[src/rtl/skht_pkg.sv]
// Package for the string key hash table: status and command codes, FSM state
// types and fixed constants. No dependencies.
`timescale 1ns / 1ps
package skht_pkg;

  localparam int unsigned KeyWords   = 4;
  localparam int unsigned LenWidth   = 6;
  localparam int unsigned ValueWidth = 16;
  localparam logic [63:0] DjbSeed    = 64'd5381;
  localparam int unsigned DjbShift   = 5;
  localparam int unsigned FillNum    = 3;
  localparam int unsigned FillDen    = 4;

  typedef enum logic [0:0] {
    CMD_INSERT = 1'b0,
    CMD_LOOKUP = 1'b1
  } cmd_e;

  typedef enum logic [1:0] {
    STAT_OK   = 2'd0,
    STAT_FULL = 2'd1,
    STAT_MISS = 2'd2
  } status_e;

  typedef enum logic [2:0] {
    S_CLEAR,
    S_IDLE,
    S_HASH,
    S_PROBE_RD,
    S_PROBE_CHK,
    S_DONE
  } tbl_state_e;

  typedef enum logic [2:0] {
    H_IDLE,
    H_BYTES,
    H_FOLD,
    H_QUOT,
    H_REM,
    H_FIX
  } hash_state_e;

  // Handshake between the table controller and the hash unit.
  typedef struct packed {
    logic start;
  } hash_ctl_t;

  typedef struct packed {
    logic                done;
    logic [LenWidth-1:0] len;
  } hash_sts_t;

endpackage

[src/rtl/skht_hash.sv]
// Hash unit: cleans the key one byte a cycle while running djb2, then reduces
// the 64-bit hash modulo the slot count in a few fixed steps. Depends on skht_pkg.
`timescale 1ns / 1ps
module skht_hash #(
  parameter int unsigned TABLE_SLOTS = 1024,
  parameter int unsigned KEY_BYTES   = 32
) (
  input  logic                               clk_i,
  input  logic                               rst_ni,
  input  skht_pkg::hash_ctl_t                ctl_i,
  input  logic [KEY_BYTES*8-1:0]             key_i,
  input  logic [skht_pkg::LenWidth-1:0]      len_i,
  output skht_pkg::hash_sts_t                sts_o,
  output logic [$clog2(TABLE_SLOTS)-1:0]     home_o,
  output logic [KEY_BYTES*8-1:0]             key_o
);
  import skht_pkg::*;

  localparam int unsigned IW = $clog2(TABLE_SLOTS);
  localparam int unsigned RW = IW + 1;
  localparam int unsigned BW = $clog2(KEY_BYTES);
  localparam int unsigned AW = IW + 11;

  // Weight of hash byte j: 2^(8j) modulo the slot count.
  function automatic logic [7:0][IW-1:0] weight_table();
    logic [7:0][IW-1:0] t;
    logic [63:0]        w;
    w = 64'd1;
    for (int j = 0; j < 8; j++) begin
      t[j] = IW'(w);
      w = (w << 8) % 64'(TABLE_SLOTS);
    end
    return t;
  endfunction

  localparam logic [7:0][IW-1:0] Weights = weight_table();
  localparam logic [32:0]        Recip   = 33'((64'd1 << 32) / 64'(TABLE_SLOTS));

  hash_state_e          hst_q, hst_d;
  logic [LenWidth-1:0]  n_q, n_d, lim_q, lim_d;
  logic [63:0]          h_q, h_d;
  logic [2:0]           j_q, j_d;
  logic [AW-1:0]        acc_q, acc_d, quot_q, quot_d, prod_qm;
  logic [RW-1:0]        rem_q, rem_d;
  logic                 done_q, done_d;
  logic [KEY_BYTES-1:0][7:0] key_q, key_d;
  logic [7:0]           cur_byte, fold_byte;
  logic                 take_byte;
  logic [IW+7:0]        fold_term;
  logic [AW+32:0]       quot_full;

  assign cur_byte  = key_q[n_q[BW-1:0]];
  assign take_byte = (n_q < lim_q) && (cur_byte != 8'd0);

  // The sum of weighted bytes is below 2^(IW+11), so the reciprocal estimate of
  // the quotient is at most one short and one correction step suffices.
  assign fold_byte = h_q[{j_q, 3'b000} +: 8];
  assign fold_term = {{IW{1'b0}}, fold_byte} * {8'd0, Weights[j_q]};
  assign quot_full = {33'd0, acc_q} * {{AW{1'b0}}, Recip};
  assign prod_qm   = quot_q * AW'(TABLE_SLOTS);

  always_comb begin
    hst_d = hst_q;
    unique case (hst_q)
      H_IDLE:  if (ctl_i.start) hst_d = H_BYTES;
      H_BYTES: if (!take_byte) hst_d = H_FOLD;
      H_FOLD:  if (j_q == 3'd7) hst_d = H_QUOT;
      H_QUOT:  hst_d = H_REM;
      H_REM:   hst_d = H_FIX;
      H_FIX:   hst_d = H_IDLE;
      default: hst_d = H_IDLE;
    endcase
  end

  always_comb begin
    n_d    = n_q;
    lim_d  = lim_q;
    h_d    = h_q;
    j_d    = j_q;
    acc_d  = acc_q;
    quot_d = quot_q;
    rem_d  = rem_q;
    key_d  = key_q;
    done_d = 1'b0;
    unique case (hst_q)
      H_IDLE: begin
        if (ctl_i.start) begin
          key_d = key_i;
          lim_d = (len_i > LenWidth'(KEY_BYTES)) ? LenWidth'(KEY_BYTES) : len_i;
          n_d   = '0;
          h_d   = DjbSeed;
        end
      end
      H_BYTES: begin
        if (take_byte) begin
          h_d = (h_q << DjbShift) + h_q + {56'd0, cur_byte};
          n_d = n_q + LenWidth'(1);
        end else begin
          j_d   = '0;
          acc_d = '0;
        end
      end
      H_FOLD: begin
        acc_d = acc_q + AW'(fold_term);
        j_d   = j_q + 3'd1;
      end
      H_QUOT: quot_d = quot_full[32 +: AW];
      H_REM:  rem_d  = RW'(acc_q - prod_qm);
      H_FIX: begin
        rem_d  = (rem_q >= RW'(TABLE_SLOTS)) ? rem_q - RW'(TABLE_SLOTS) : rem_q;
        done_d = 1'b1;
      end
      default: ;
    endcase
  end

  always_ff @(posedge clk_i or negedge rst_ni) begin
    if (!rst_ni) begin
      hst_q  <= H_IDLE;
      done_q <= 1'b0;
    end else begin
      hst_q  <= hst_d;
      done_q <= done_d;
    end
  end

  always_ff @(posedge clk_i) begin
    n_q    <= n_d;
    lim_q  <= lim_d;
    h_q    <= h_d;
    j_q    <= j_d;
    acc_q  <= acc_d;
    quot_q <= quot_d;
    rem_q  <= rem_d;
    key_q  <= key_d;
  end

  // Bytes past the effective length are stored and compared as zero.
  always_comb begin
    for (int k = 0; k < KEY_BYTES; k++) begin
      key_o[k*8 +: 8] = (LenWidth'(k) < n_q) ? key_q[k] : 8'd0;
    end
  end

  assign home_o     = rem_q[IW-1:0];
  assign sts_o.done = done_q;
  assign sts_o.len  = n_q;

endmodule

[config.mk]
export PLATFORM = sky130hd
export DESIGN_NAME = skht_hash
export DESIGN_NICKNAME = d
export VERILOG_FILES = /design/src/rtl/skht_pkg.sv /design/src/rtl/skht_hash.sv
export SDC_FILE = /design/constraint.sdc
export NUM_CORES = 1
export LEC_CHECK = 0
export CAP_MARGIN = 25
export CORE_ASPECT_RATIO = 0.7
export CORE_MARGIN = 2
export CORE_UTILIZATION = 25
export CTS_CLUSTER_SIZE = 12
export DETAILED_ROUTE_END_ITERATION = 7
export DONT_BUFFER_PORTS = 1
export PLACE_DENSITY = 0.49
export SYNTH_ARGS = -nofsm -noshare
export SYNTH_HDL_FRONTEND = slang
export SYNTH_SLANG_ARGS = --single-unit
[constraint.sdc]
create_clock -name clk_i -period 39.3 [get_ports clk_i]
set_clock_uncertainty 0.2 [all_clocks]
set_input_delay 7.86 -clock clk_i [delete_from_list [all_inputs] [get_ports clk_i]]
set_output_delay 7.86 -clock clk_i [all_outputs]
set_load 0.1 [all_outputs]
==> summary.txt <==
Final layout
  – Layout cells sized above 1: 0.241
  – Commonest non-fill, non-tap cells in the layout: 355 x edfxtp_1, 176 x nor2b_2, 157 x ha_1
  – Layout Utilization: 0.297
  – Commonest non-fill, non-tap cell in the layout: edfxtp_1
  – Final #Nets: 2117
  – Post-route cell area: 24900 um^2
  – Syn-to-layout area delta: 18.0%

Yosys
  – Synth Cell Area: 21100 um^2
  – FFs w/ async S/R, synth: 0.0111
  – Synth warnings: 0
  – Avg Cell Area, Syn: 12.7 um^2
  – Synth unique cells: 64
  – Mapped Cells: 1662
  – EDFF count, synth: 355
  – Yosys top cell area share: 0.504
  – Dominant cells by area after synthesis: edfxtp_1 50%, mux4_2 10%, ha_1 9.3%
  – Sequential fraction of the synthesis area: 0.511
  – Primary FF master, synth: edfxtp_1
  – Post-synth net total: 2090
  – #FFs+latches synth: 361
  – Synth area leader: edfxtp_1

Placed design
  – # port buffers: 0
  – RePlAce Congestion: 0.946
  – Post-DP Area: 23600 um^2
  – Detail Placement HPWL: 58.2 mm

Worst setup path
  – CP max-delay cell: nor2_2
  – Crit. End Element: output port
  – Worst path max stage delay: 0.73 ns
  – Buffers & Inverters on Critical Path: 1
  – Cells along the critical path: buf_4, or2_2, nor2_2, nand2_1, and2_1
  – CP delay by family, top: simple AND/OR/NAND/NOR gates
  – Critical path class: reg2out
  – Worst Path Arrival: 3.99 ns
  – Startpoint types: flip-flop
  – Max FO, Critical Path: 29
  – WP data required: 31.24 ns

Route
  – Vias: 14300
  – Via density: 5.02
  – DRT Pass-1 Iters: 5
  – Antenna-violating nets left: 0
  – Routed length per placed instance: 26.2 um
  – DR iter-0 viols: 1401
  – DRC: 0
  – Routed wire length: 74.8 mm

STA
  – Max-slew violation total from the final report: 0
  – Slew margin rel.: 0.253
  – Hold Fails Final Rpt: 0
  – RSZ-0062 raised after global routing: no
  – Setup-failing EPs final: 0
  – Setup TNS: 0 ns
  – Time the worst path needs with I/O delays and setup: 12.05 ns
  – Tcrit/Tclk final: 0.307
  – Pin slew with the least headroom to its limit: 1.11 ns
  – Fmax: 83.0 MHz

CTS
  – CTS tree: done
  – # H-tree levels: 2
  – Reg clk slew, reported paths: 0.06 ns
  – Worst-Skew Late Latency: 0.60 ns
  – CTS resizes: 0
  – Clock root buffer: clkbuf_16
  – CTS buffer count: 40
  – Clk sink count: 361
  – Post-CTS Setup Inserts: 0
  – CTS max path bufs: 3
  – Hold-fix buffers, CTS: 0

Die
  – FP Rows: 89
  – Core Footprint: 84000 um^2
  – Starting Density: 0.252
  – Die X-Extent: 351 um
  – Die area: 86900 um^2
  – I/O pin cnt: 538
  – DIE HEIGHT: 247 um

GRT
  – Vias in the first global route: 14500
  – First-pass GRT wire length: 106 mm
  – Largest net degree at the start of global routing: 76
  – Initial antenna violation count: 14
  – GR Util All Layers: 0.169
  – Gr ovfl total: 0

Run status
  – Status: finished, final reports clean

Worst hold path
  – Hold Path Class: reg2reg

Flow run
  – Max-Cap Viols: 0
==> synthesized netlist by cell type (all sizes together) (3+ instances only) <==
master / number
nor4: 6
o21a: 8
nand2: 73
nor2b: 200
xnor2: 34
buf: 28
o21ai: 45
mux2i: 11
a21oi: 86
and3: 6
nand2b: 13
o22ai: 3
xor2: 28
or3: 8
nor2: 104
mux4: 96
nand4: 16
o31ai: 7
nor3b: 4
a211oi: 14
edfxtp: 355
fa: 6
ha: 157
dfrtp: 4
mux2: 7
nor3: 21
a21boi: 4
and4: 3
o21bai: 12
nand3: 15
inv: 40
a31oi: 12
and2: 108
o311ai: 3
o211ai: 9
or2: 3
a21o: 40
clkbuf: 50
==> state kept, by name, indices dropped and copies added (netlist names), named ones only <==
| signal | count |
|---|---|
| key_q | 256 |
| h_q | 64 |
| acc_q | 10 |
| rem_q | 10 |
| lim_q | 6 |
| n_q | 6 |
| hst_q | 3 |
| j_q | 3 |
| done_q | 1 |
==> metal layers <==
metal | global-route usage | part of all wire | vias to the layer above
met4 | 0.0382 | 0.018 | 2
met1 | 0.243 | 0.46 | 7312
li1 | - | - | 6286
met3 | 0.0411 | 0.081 | 89
met5 | 0 | 0.00017 | -
met2 | 0.254 | 0.44 | 649
==> through the flow <==
stage          cells  setup slack (ns)  hold WS, ns
3_5_place_dp    2783             27.30        0.353
5_1_grt         2854             27.12        0.397
2_1_floorplan   1662              1.85        0.332
6_report        2857             27.25        0.362
3_3_place_gp    2757             27.41        0.357
4_1_cts         2850             27.21        0.367
==> cells by family (layout without fill, tap and decap cells) <==
logic type               count (synthesis)  after routing  synth area share
AND/OR/NAND/NOR                        585            585             0.152
flip-flops                             361            361             0.511
AO/OA/AOI/OAI                          259            259            0.0770
adder cells (fa/ha/maj)                163            163            0.0986
buffers and inverters                  118            170            0.0245
multiplexers                           114            114             0.111
XOR/XNOR                                62             62            0.0257
other                                    0              6                 0
==> final cells by class <==
cell class                 instances  area [um^2]
tap                             1137         1420
fill                            8530        59000
inverter                          40          150
clock inverter                    18          216
multi-input combinational       1183        10300
sequential                       361        10800
timing repair buffer              63          986
antenna                            6         15.0
clock buffer                      49         1050
==> path summary, 6_finish.rpt <==
kind,start,end,slack (ns),cells after the start
hold / removal,acc_q[9],rem_q[9],0.36,1
setup / recovery,n_q[5],key_o[4],27.25,5
max in group asynchronous,rst_ni,hst_q[2],32.05,0
hold reg to reg,acc_q[9],rem_q[9],0.36,1
setup reg to reg,n_q[0],h_q[59],31.68,19
min in group asynchronous,rst_ni,hst_q[0],6.78,0
Power is left out: the tool's default activity adds up to more than one toggle a clock period on the data nets, which glitch-free logic cannot reach.
